## src/design/prcc_pkg.sv

```systemverilog
package prcc_pkg;

   // Widths of the counters and the configuration registers.
   localparam int unsigned CountWidth = 17;
   localparam int unsigned LimitWidth = 16;

   // Configuration register indexes and reset values.
   localparam logic CSR_TOTAL_LIMIT = 1'b0;
   localparam logic CSR_LINE_LIMIT  = 1'b1;
   localparam logic [LimitWidth-1:0] TOTAL_LIMIT_RESET = 16'd16384;
   localparam logic [LimitWidth-1:0] LINE_LIMIT_RESET  = 16'd8192;

   // Characters that the status line parser looks for.
   localparam logic [7:0] CHAR_CR    = 8'h0D;
   localparam logic [7:0] CHAR_LF    = 8'h0A;
   localparam logic [7:0] CHAR_SPACE = 8'h20;
   localparam int unsigned PrefixLength = 7;
   localparam int unsigned CodeLength   = 3;

   localparam logic [CountWidth-1:0] COUNT_MAX = {CountWidth{1'b1}};

   typedef enum logic [1:0] {
      ACTION_DATA    = 2'd0,
      ACTION_EOS     = 2'd1,
      ACTION_RESTART = 2'd2,
      ACTION_UNUSED  = 2'd3
   } action_type;

   typedef enum logic [2:0] {
      VERDICT_PARSING      = 3'd0,
      VERDICT_OK           = 3'd1,
      VERDICT_LIMIT        = 3'd2,
      VERDICT_MALFORMED    = 3'd3,
      VERDICT_NON200       = 3'd4,
      VERDICT_CLOSED_EARLY = 3'd5,
      VERDICT_CLOSED_MID   = 3'd6
   } verdict_type;

   typedef enum logic [1:0] {
      PHASE_STATUS  = 2'd0,
      PHASE_HEADERS = 2'd1,
      PHASE_DONE    = 2'd2
   } phase_type;

   // Complete parse state of one connection.
   typedef struct packed {
      phase_type              phase;
      logic [CountWidth-1:0]  total_seen;
      logic [CountWidth-1:0]  line_length;
      logic                   pending_cr;
      logic                   prefix_matched;
      logic                   space_found;
      logic [1:0]             code_chars_seen;
      logic                   code_matched;
      logic                   status_nonempty;
      verdict_type            held_verdict;
   } state_type;

   // Result of one transaction.
   typedef struct packed {
      logic        consumed;
      logic        finished;
      verdict_type verdict;
   } result_type;

   localparam state_type STATE_RESET = '{
      phase:           PHASE_STATUS,
      total_seen:      '0,
      line_length:     '0,
      pending_cr:      1'b0,
      prefix_matched:  1'b1,
      space_found:     1'b0,
      code_chars_seen: 2'd0,
      code_matched:    1'b1,
      status_nonempty: 1'b0,
      held_verdict:    VERDICT_PARSING
   };

   // Expected character of the "HTTP/1." prefix at a given position.
   function automatic logic [7:0] prefix_char(input logic [2:0] pos);
      logic [7:0] ch;
      case (pos)
         3'd0:    ch = 8'h48;  // H
         3'd1:    ch = 8'h54;  // T
         3'd2:    ch = 8'h54;  // T
         3'd3:    ch = 8'h50;  // P
         3'd4:    ch = 8'h2F;  // /
         3'd5:    ch = 8'h31;  // 1
         3'd6:    ch = 8'h2E;  // .
         default: ch = 8'h00;
      endcase
      return ch;
   endfunction

   // Expected character of the "200" status code at a given position.
   function automatic logic [7:0] code_char(input logic [1:0] pos);
      logic [7:0] ch;
      case (pos)
         2'd0:    ch = 8'h32;  // 2
         default: ch = 8'h30;  // 0
      endcase
      return ch;
   endfunction

   // Applies one text character at a content position of the status line.
   function automatic state_type take_text(input state_type st, input logic [7:0] ch,
                                           input logic [CountWidth-1:0] pos);
      state_type nxt;
      nxt = st;
      if (st.phase == PHASE_STATUS) begin
         if (pos < CountWidth'(PrefixLength) && ch != prefix_char(pos[2:0])) begin
            nxt.prefix_matched = 1'b0;
         end
         if (st.space_found) begin
            if (st.code_chars_seen < 2'(CodeLength)) begin
               if (ch != code_char(st.code_chars_seen)) begin
                  nxt.code_matched = 1'b0;
               end
               nxt.code_chars_seen = st.code_chars_seen + 2'd1;
            end
         end else if (ch == CHAR_SPACE) begin
            nxt.space_found = 1'b1;
         end
      end
      return nxt;
   endfunction

endpackage

```

## src/design/prcc_step.sv

```systemverilog
module prcc_step (
   input  prcc_pkg::state_type              cur_state,
   input  logic [1:0]                       action,
   input  logic [7:0]                       data_byte,
   input  logic [prcc_pkg::LimitWidth-1:0]  total_limit,
   input  logic [prcc_pkg::LimitWidth-1:0]  line_limit,
   output prcc_pkg::state_type              nxt_state,
   output prcc_pkg::result_type             result
);
   import prcc_pkg::*;

   logic [CountWidth-1:0] seen;
   logic [CountWidth-1:0] len;
   logic [CountWidth-1:0] content_len;
   logic                  consumed;
   state_type             st;

   assign len         = cur_state.line_length;
   assign content_len = len - CountWidth'(1);

   // Saturating count of reply bytes including this one.
   assign seen = (cur_state.total_seen == COUNT_MAX) ? cur_state.total_seen
                                                     : cur_state.total_seen + CountWidth'(1);

   // Next parse state for one transaction.
   always_comb begin
      st       = cur_state;
      consumed = 1'b0;
      unique case (action_type'(action))
         ACTION_RESTART: begin
            st = STATE_RESET;
         end
         ACTION_EOS: begin
            if (cur_state.phase != PHASE_DONE) begin
               st.held_verdict = (cur_state.phase == PHASE_STATUS || !cur_state.status_nonempty)
                                 ? VERDICT_CLOSED_EARLY : VERDICT_CLOSED_MID;
               st.phase = PHASE_DONE;
            end
         end
         ACTION_DATA: begin
            if (cur_state.phase != PHASE_DONE) begin
               consumed      = 1'b1;
               st.total_seen = seen;
               if (seen > {1'b0, total_limit} || len >= {1'b0, line_limit}) begin
                  st.held_verdict = VERDICT_LIMIT;
                  st.phase        = PHASE_DONE;
               end else if (cur_state.pending_cr && data_byte == CHAR_LF) begin
                  // The line ends; content_len is its length without CR LF.
                  if (cur_state.phase == PHASE_STATUS) begin
                     if (!cur_state.prefix_matched || content_len < CountWidth'(PrefixLength)
                         || !cur_state.space_found
                         || cur_state.code_chars_seen < 2'(CodeLength)) begin
                        st.held_verdict = VERDICT_MALFORMED;
                     end else if (!cur_state.code_matched) begin
                        st.held_verdict = VERDICT_NON200;
                     end else begin
                        st.held_verdict = VERDICT_OK;
                     end
                     st.status_nonempty = (content_len != '0);
                     st.phase           = PHASE_HEADERS;
                  end else if (content_len == '0) begin
                     st.phase = PHASE_DONE;
                  end
                  st.line_length = '0;
                  st.pending_cr  = 1'b0;
               end else begin
                  // A held CR that is not followed by LF is ordinary text.
                  if (cur_state.pending_cr) begin
                     st = take_text(st, CHAR_CR, content_len);
                  end
                  if (data_byte == CHAR_CR) begin
                     st.pending_cr = 1'b1;
                  end else begin
                     st.pending_cr = 1'b0;
                     st = take_text(st, data_byte, len);
                  end
                  st.line_length = len + CountWidth'(1);
               end
            end
         end
         default: begin
         end
      endcase
   end

   assign nxt_state       = st;
   assign result.consumed = consumed;
   assign result.finished = (st.phase == PHASE_DONE);
   assign result.verdict  = (st.phase == PHASE_DONE) ? st.held_verdict : VERDICT_PARSING;

endmodule

```

## config.mk

```make
export PLATFORM = sky130hd
export DESIGN_NAME = prcc_step
export DESIGN_NICKNAME = d
export VERILOG_FILES = /design/src/design/prcc_pkg.sv /design/src/design/prcc_step.sv
export SDC_FILE = /design/constraint.sdc
export NUM_CORES = 1
export LEC_CHECK = 0
export BUFFER_PORTS_ARGS = -buffer_cell sky130_fd_sc_hd__buf_2
export CAP_MARGIN = 20
export CORE_ASPECT_RATIO = 0.8
export CORE_MARGIN = 4
export CORE_UTILIZATION = 45
export DETAILED_ROUTE_END_ITERATION = 10
export PLACE_DENSITY = 0.8
export SLEW_MARGIN = 10
export SYNTH_ARGS = -nofsm -noshare
export SYNTH_HDL_FRONTEND = slang
export SYNTH_SLANG_ARGS = --single-unit
export TNS_END_PERCENT = 100
```

## constraint.sdc

```tcl
create_clock -name vclk -period 10.35
set_clock_uncertainty 0.1 [all_clocks]
set_input_delay 1.5525 -clock vclk [all_inputs]
set_output_delay 1.5525 -clock vclk [all_outputs]
set_load 0.02 [all_outputs]
```

==> results of run 1 <==
[final cells by class]
type	count	area share, %
Inverter	46	4.32
Tap cell	87	2.72
Timing Repair Buffer	141	17.8
Multi-Input combinational cell	453	75.2
[layer usage]
layer | part of all wire, % | routed length (um) | up-vias
met5 | 0 | 0 | -
met4 | 1.8 | 220 | 0
met3 | 12 | 1430 | 22
met2 | 42 | 5040 | 299
met1 | 45 | 5420 | 2057
li1 | - | - | 2203
[layout by cell type, fill, tap and decap left out, types with 4 or more instances in the layout]
master / n
nor3_1: 15
xnor2_1: 11
nand3_1: 27
or2_2: 4
buf_2: 139
a211oi_1: 6
inv_1: 45
and2_1: 4
a21o_1: 7
a32oi_1: 5
ha_1: 40
a21oi_1: 34
and3_1: 7
nor3b_1: 4
o21ai_0: 54
o31ai_1: 10
xor2_1: 9
nor2_1: 48
o41ai_1: 5
nor2b_1: 5
nand2_1: 55
a31oi_1: 15
nand4_1: 17
nor4_1: 4
[through the flow]
| stage | setup WS [ns] | std cells | area [um^2] |
|---|---|---|---|
| 6_report | 2.33 | 727 | 4000 |
| 2_1_floorplan | 3.29 | 538 | 3360 |
| 3_5_place_dp | 2.52 | 727 | 4000 |
| 4_1_cts | 2.48 | 727 | 4000 |
| 5_1_grt | 1.92 | 727 | 4000 |
| 3_3_place_gp | 2.76 | 727 | 4000 |
[worst paths after layout]
check                          from             to  slack (ns)  depth (start not counted)
worst max-delay path  cur_state[27]  nxt_state[26]        2.33                         17
worst min-delay path   cur_state[4]   nxt_state[4]        3.35                          3
[tightest hold or removal path, delay by kind of cell]
family	cells	cell delay (ns)
AO/OA/AOI/OAI	1	0.10
buffers and inverters	2	0.24
[where the power goes]
| group | switching [mW] | total [mW] | internal (mW) |
|---|---|---|---|
| clock | 0 | 0 | 0 |
| sequential | 0 | 0 | 0 |
| combinational | 0.107 | 0.168 | 0.0608 |
| total | 0.107 | 0.168 | 0.0608 |
[kinds of logic (layout without fill, tap and decap cells)]
logic type,count (synthesis),in the layout
buffers and inverters,85,187
AND/OR/NAND/NOR,211,211
AO/OA/AOI/OAI,177,177
adder cells (fa/ha/maj),41,41
multiplexers,4,4
XOR/XNOR,20,20
==> reports/qor.yml, run 1 <==
outcome:
  outcome: "completed"
layout:
  fin_util_pct: 56.6
  multiInputGateArea_mm2: 0.00301
  n_antenna_cell: 0
  nFillCells: 715
  layout.area.seq_um2: 0
  fin_nets: 770
  layout-drive-gt1-share_pct: 25.8
  n_clock_buffer: 0
  syn_to_final_growth_pct: 18.9
  seq_cells: 0
synthesis:
  synth.most_common_cell: "nand2_1"
  postSynthCellCount: 538
  yosys.area.top_type: "ha_1"
  synthTopCellsByCount: "nand2_1, o21ai_0, nor2_1, inv_1, ha_1"
  synth_mux_area_share_pct: 1.23
  netlist.area_leader.share_pct: 14.9
  synth_xor_area_share_pct: 5.21
  synth_compound_area_share_pct: 35.1
  ys_seq_area_share_pct: 0
  synth.avg_cell_area_um2: 6.25
  synth.distinct_cells: 70
  yosysWarnings: 0
  synth_area_leaders: "ha_1, o21ai_0, nand2_1, nor2_1, a21oi_1"
  synthAdderAreaFrac_pct: 15.2
  syn_nets: 666
  synth-simple-area-share_pct: 32.6
  synth_top_family_by_area: "compound AO/OA/AOI/OAI gates"
  syn_area_mm2: 0.00336
timing:
  max_slew.worst_pin.slew_ns: 0.880
  fmax_ghz: 0.125
  hold_ws_ns: 3.35
  setup_viol: 0
  finalHoldViolations: 0
  drv_slew: 0
  finalCritPeriodShare_pct: 77.5
  max-slew-margin-rel_pct: 41.3
  rsz0062_at_grt: "no"
  tns_ns: 0
  fin_crit_ns: 8.02
floorplan:
  dieArea_mm2: 0.00893
  die_w_um: 105
  core-area_mm2: 0.00706
  dieHeight_um: 85.3
  initial_core_util_pct: 47.6
  rows: 27
  io_pins: 139
clock_network:
  cts_hold_buf: 0
  cts_resized: 0
  post-cts-setup-buffers: 0
pwr:
  p_leak_nw: 1.90
  irDropWorstVdd_mv: 0.0181
  p_per_area_mw_per_mm2: 42.0
  power.total_mw: 0.168
grt:
  grt_overflow: 0
  grt_pass1_wl_um: 18800
  grtUsageMet3_pct: 4.18
  grtUsageTotal_pct: 24.5
  grt_busiest_layer: "met2"
  grt_util_met2_pct: 37.0
  grt_pass1_vias: 3871
  antenna_found_initial: 0
  use_met1_pct: 36.5
  grt_max_degree: 33
worst_setup_path:
  max_stage_delay_ns: 0.64
  cp_max_fo: 20
  cp_cell_sequence: "buf_2 -> ha_1 -> nand3_1 -> nor3_1 -> a21oi_1 -> nand2_1 -> nor2_1 -> xor2_1 -> ha_1 -> nand4_1 -> nor2_1 -> nand4_1 -> a211oi_1 -> o21a_1 -> nand4_1 -> o41ai_1 -> buf_2"
  crit_family: "simple AND/OR/NAND/NOR gates"
  crit_buf_inv: 2
  crit_path_frequent_cell: "nand4_1"
  cp.required_ns: 8.70
  crit_path_end_kind: "output pin"
  start_kind: "input pin"
  crit_slowest_cell: "o41ai_1"
  crit_type: "input pin to output pin"
  crit_arrival_ns: 6.36
drt:
  drc: 0
  drtIter0Drc: 504
  wirelength_um: 12100
  ant_nets: 0
  wl_per_cell_um: 16.6
  vias_per_cell: 6.30
  first_pass_iters: 6
  via_count: 4581
hold_path:
  hp-class: "input pin to output pin"
placement:
  io_buffers: 139
  place.gp.congestion: 0.974
  hpwlAfterDp_um: 9600
job:
  drv_cap: 0
(Power assumes the default switching activity.)
==> run 2: changes to the inputs <==
clock period = 7.5 ns   (was 10.35 ns; I/O delays follow)
==> run 2 against run 1 <==
Compared with the run above: cell count rose by 0.28%; count of clock-buffer cells in the layout stayed put; critical path type unchanged; sequential cell count unchanged.
==> reports/qor.yml, run 2 (same netlist as run 1, synthesis figures left out) <==
drt:
  first_pass_iters: 5  # -1
  wl_per_cell_um: 17.4  # +4.5%
  wirelength_um: 12700  # +4.8%
  via_count: 4646  # +1.4%
  ant_nets: 0  # unchanged
  drc: 0  # unchanged
  drtIter0Drc: 513  # +1.8%
  vias_per_cell: 6.37  # +1.1%
timing:
  hold_ws_ns: 2.49  # -0.855 ns
  fin_crit_ns: 6.87
  rsz0062_at_grt: "no"
  max-slew-margin-rel_pct: 40.2  # -1.1 points
  finalHoldViolations: 0  # unchanged
  tns_ns: 0  # unchanged
  finalCritPeriodShare_pct: 91.7
  drv_slew: 0  # unchanged
  setup_viol: 0  # unchanged
  fmax_ghz: 0.145
  max_slew.worst_pin.slew_ns: 0.889  # +0.00875 ns
grt:
  grt_pass1_wl_um: 20600  # +9.4%
  grt_max_degree: 33  # unchanged
  grt_pass1_vias: 4211  # +8.8%
  grt_overflow: 0  # unchanged
  grtUsageTotal_pct: 26.6  # +2.1 points
  antenna_found_initial: 0  # unchanged
layout:
  seq_cells: 0  # unchanged
  n_clock_buffer: 0  # unchanged
  n_antenna_cell: 0  # unchanged
  nFillCells: 716  # +0.14%
  syn_to_final_growth_pct: 19.4
  layout_common_cells: "buf_2, nand2_1, o21ai_0, nor2_1, inv_1"
  layout.area.seq_um2: 0  # unchanged
  final_common_cell: "buf_2"
  fin_nets: 772  # +0.26%
  layout-drive-gt1-share_pct: 26.0  # +0.23 points
worst_setup_path:
  crit_type: "input pin to output pin"
  cp_max_fo: 11  # -45%
  worstSetupStartpoint: "cur_state[27]"
  cp-endpoint: "nxt_state[26]"
  cp.required_ns: 6.27  # -2.43 ns
  start_kind: "input pin"
  crit_arrival_ns: 5.65  # -0.71 ns
  crit_path_end_kind: "output pin"
pwr:
  pwr-share-seq_pct: 0  # unchanged
  p_per_area_mw_per_mm2: 58.4  # +39%
  internal_power_mw: 0.0845  # +39%
  p_sw_share_pct: 63.9  # +0.17 points
  p_leak_nw: 1.91  # +0.57%
  irDropWorstVdd_mv: 0.0256  # +42%
  power_frac_clock_pct: 0  # unchanged
  p_sw_mw: 0.150  # +40%
  combPwrFrac_pct: 100.0  # about the same
floorplan:
  core-area_mm2: 0.00706  # unchanged
  io_pins: 139  # unchanged
  dieArea_mm2: 0.00893  # unchanged
  dieHeight_um: 85.3  # unchanged
  die_w_um: 105  # unchanged
  initial_core_util_pct: 47.6  # unchanged
  rows: 27  # unchanged
placement:
  place.gp.congestion: 1.03  # +5.7%
  io_buffers: 139  # unchanged
  hpwlAfterDp_um: 10100  # +4.7%
clock_network:
  cts_hold_buf: 0  # unchanged
  cts_resized: 0  # unchanged
  post-cts-setup-buffers: 0  # unchanged
outcome:
  outcome: "completed"
hold_path:
  hold_path_depth: 3  # unchanged
  hp-class: "input pin to output pin"
job:
  drv_cap: 0  # unchanged
## run 2: cell count changes in the layout (fill, tap and decap cells not counted), sizes merged
cell,previous run,this run
buf,141,143
## run 2: per-layer routing
layer  global-route usage, %  routed length, um
met4                    5.01                260
met3                    3.80               1300
met5                       0                  0
met2                    42.9               5560
met1                    37.9               5550
## run 2: power by group through the flow
stage / clock network (mW) / logic, mW / registers, mW
after detailed placement: 0 / 0.230 / 0
after global placement: 0 / 0.224 / 0
after floorplan: 0 / 0.147 / 0
final: 0 / 0.234 / 0
after global routing: 0 / 0.258 / 0
after CTS: 0 / 0.231 / 0
## run 2: worst min-delay path by stage
stage | from | endpoint | slack, ns
after floorplan | cur_state[32] | nxt_state[32] | 2.30
after global placement | cur_state[8] | nxt_state[8] | 2.48
after detailed placement | cur_state[4] | nxt_state[4] | 2.48
after CTS | cur_state[4] | nxt_state[4] | 2.49
after global routing | cur_state[8] | nxt_state[8] | 2.52
final | cur_state[4] | nxt_state[4] | 2.49
## run 2: per-stage QoR
step	instance area, um^2	total power [mW]	utilization (%)	std cells	worst slack, ns
detailed placement	4010	0.230	56.8	729	0.760
global placement	4010	0.224	56.8	729	0.960
floorplan	3360	0.147	-	538	1.30
finish	4010	0.234	56.8	729	0.625
global route	4010	0.258	56.8	729	0.291
CTS	4010	0.231	56.8	729	0.740
## run 2: critical path: stages
cell and delay [ns]:
buf_2 0.12, ha_1 0.20, nand3_1 0.13, nor3_1 0.48, a21oi_1 0.29, nand3_1 0.27
nor2_1 0.11, xor2_1 0.16, ha_1 0.29, nand4_1 0.10, nor2_1 0.24, nand4_1 0.12
a211oi_1 0.26, o21a_1 0.38, nand4_1 0.53, o41ai_1 0.59, buf_2 0.24
## run 2: final cells by class
| class | count | area (um^2) | share of cell area (%) |
|---|---|---|---|
| repair buffers | 143 | 726 | 18.1 |
| well taps | 87 | 109 | 2.71 |
| multi-input cells | 453 | 3010 | 74.9 |
| inverters | 46 | 173 | 4.30 |
==> run 3: changes to the inputs <==
CORE_UTILIZATION = 50   (was 45)
MAX_ROUTING_LAYER = met4   (was default)
PLACE_DENSITY = 0.87   (was 0.8)
==> run 3 against run 2 <==
Compared with the run above: non-clock buffer count down 1; via count down 0.11%; power about the same; cell count down 0.55%; fmax down 0.43%; combinational power about the same; worst hold slack better by 0.011 ns; first-iteration DRC count down 15%; sequential share of layout area unchanged; critical path depth up 1; critical endpoint is now nxt_state[15]; highest routed layer unchanged.
==> reports/qor.yml, run 3 (same netlist as run 1, synthesis figures left out) <==
worst_setup_path:
  cp_cell_sequence: "buf_2 -> ha_1 -> nand3_1 -> nor3_1 -> a21oi_1 -> nand2_1 -> nor2_1 -> xor2_1 -> ha_1 -> o21ai_0 -> nor2_1 -> o41a_1 -> o31ai_2 -> buf_4 -> and2_1 -> nand2_1 -> a311o_1 -> buf_2"
  cp_max_fo: 16  # +5
  crit_family: "compound AO/OA/AOI/OAI gates"
  crit_arrival_ns: 5.68  # +0.03 ns
  cp.required_ns: 6.27  # about the same
  crit_path_end_kind: "output pin"
  crit_buf_inv: 3  # +1
  start_kind: "input pin"
  crit_slowest_cell: "and2_1"
  crit_type: "input pin to output pin"
  path_depth: 18  # +1
  max_stage_delay_ns: 0.51  # -0.08 ns
pwr:
  p_per_area_mw_per_mm2: 58.6  # +0.34%
  p_sw_mw: 0.150  # about the same
  internal_power_mw: 0.0845  # about the same
  p_sw_share_pct: 64.0  # about the same
  irDropWorstVdd_mv: 0.0271  # +6.2%
  p_leak_nw: 1.90  # -0.29%
  power_frac_clock_pct: 0  # unchanged
  power.total_mw: 0.234  # about the same
  combPwrFrac_pct: 100.0  # about the same
  pwr-share-seq_pct: 0  # unchanged
outcome:
  outcome: "completed"
timing:
  max_slew.worst_pin.slew_ns: 0.948  # +0.0591 ns
  finalCritPeriodShare_pct: 92.1  # +0.39 points
  setup_viol: 0  # unchanged
  drv_slew: 0  # unchanged
  finalHoldViolations: 0  # unchanged
  fmax_ghz: 0.145  # -0.43%
  fin_crit_ns: 6.90  # +0.0296 ns
  tns_ns: 0  # unchanged
  hold_ws_ns: 2.50  # +0.0113 ns
  rsz0062_at_grt: "no"
  max-slew-margin-rel_pct: 36.2  # -4.0 points
floorplan:
  initial_core_util_pct: 51.9  # +4.3 points
  io_pins: 139  # unchanged
  rows: 26  # -3.7%
  dieHeight_um: 81.3  # -4.7%
  core-area_mm2: 0.00647  # -8.3%
  dieArea_mm2: 0.00811  # -9.2%
  die_w_um: 99.7  # -4.7%
drt:
  first_pass_iters: 6  # +1
  ant_nets: 0  # unchanged
  wirelength_um: 12500  # -1.5%
  drtIter0Drc: 437  # -15%
  wl_per_cell_um: 17.2  # -0.96%
  via_count: 4641  # -0.11%
  drc: 0  # unchanged
  vias_per_cell: 6.40  # +0.44%
grt:
  grt_max_degree: 33  # unchanged
  grtUsageTotal_pct: 29.4  # +2.7 points
  grt_pass1_vias: 4024  # -4.4%
  grt_pass1_wl_um: 19500  # -5.4%
  grt_overflow: 0  # unchanged
  antenna_found_initial: 0  # unchanged
layout:
  syn_to_final_growth_pct: 19.1
  fin_nets: 771  # -0.13%
  n_antenna_cell: 0  # unchanged
  layout_common_cells: "buf_2, nand2_1, o21ai_0, nor2_1, inv_1"
  layout.area.seq_um2: 0  # unchanged
  final_common_cell: "buf_2"
  n_clock_buffer: 0  # unchanged
  nFillCells: 660  # -7.8%
  finalInstanceArea_mm2: 0.00400  # -0.28%
  seq_cells: 0  # unchanged
  layout-drive-gt1-share_pct: 25.9  # -0.12 points
hold_path:
  hold_path_depth: 3  # unchanged
  hp-class: "input pin to output pin"
clock_network:
  cts_hold_buf: 0  # unchanged
  cts_resized: 0  # unchanged
  post-cts-setup-buffers: 0  # unchanged
job:
  drv_cap: 0  # unchanged
placement:
  place.gp.congestion: 0.986  # -4.2%
  place_area_mm2: 0.00400  # -0.28%
  hpwlAfterDp_um: 9770  # -2.9%
  io_buffers: 139  # unchanged
## run 3: cell types whose count changed in the layout (fill, tap and decap cells not counted)
cell	previous run	this run
buf_4	4	3
## run 3: power groups by stage
stage	Sequential, mW	Combinational [mW]	Clock (mW)
6_report	0	0.234	0
3_5_place_dp	0	0.229	0
5_1_grt	0	0.256	0
3_3_place_gp	0	0.224	0
2_1_floorplan	0	0.147	0
4_1_cts	0	0.230	0
## run 3: area by class of cell
cell class / instances / area [um^2] / share of cell area, %
multi-input cells: 453 / 3010 / 75.1
repair buffers: 142 / 718 / 17.9
inverters: 46 / 173 / 4.31
well taps: 84 / 105 / 2.63
## run 3: path summary, 6_finish.rpt
| path | from | end |
|---|---|---|
| min | cur_state[8] | nxt_state[8] |
| max | cur_state[27] | nxt_state[15] |
## run 3: per-layer routing
| layer | vias up | GRT usage (%) | wire length, um |
|---|---|---|---|
| met5 | - | - | 0 |
| met4 | 0 | 5.73 | 283 |
| met3 | 34 | 2.06 | 1410 |
| met2 | 316 | 46.2 | 5370 |
| met1 | 2093 | 41.3 | 5420 |
| li1 | 2198 | - | - |
## run 3: stage by stage
step           util, %  setup slack, ns  std cells
6_report          61.8            0.596        725
5_1_grt           61.8            0.280        725
2_1_floorplan        -             1.30        538
3_3_place_gp      61.8            0.903        725
3_5_place_dp      61.8            0.755        725
4_1_cts           61.8            0.747        725
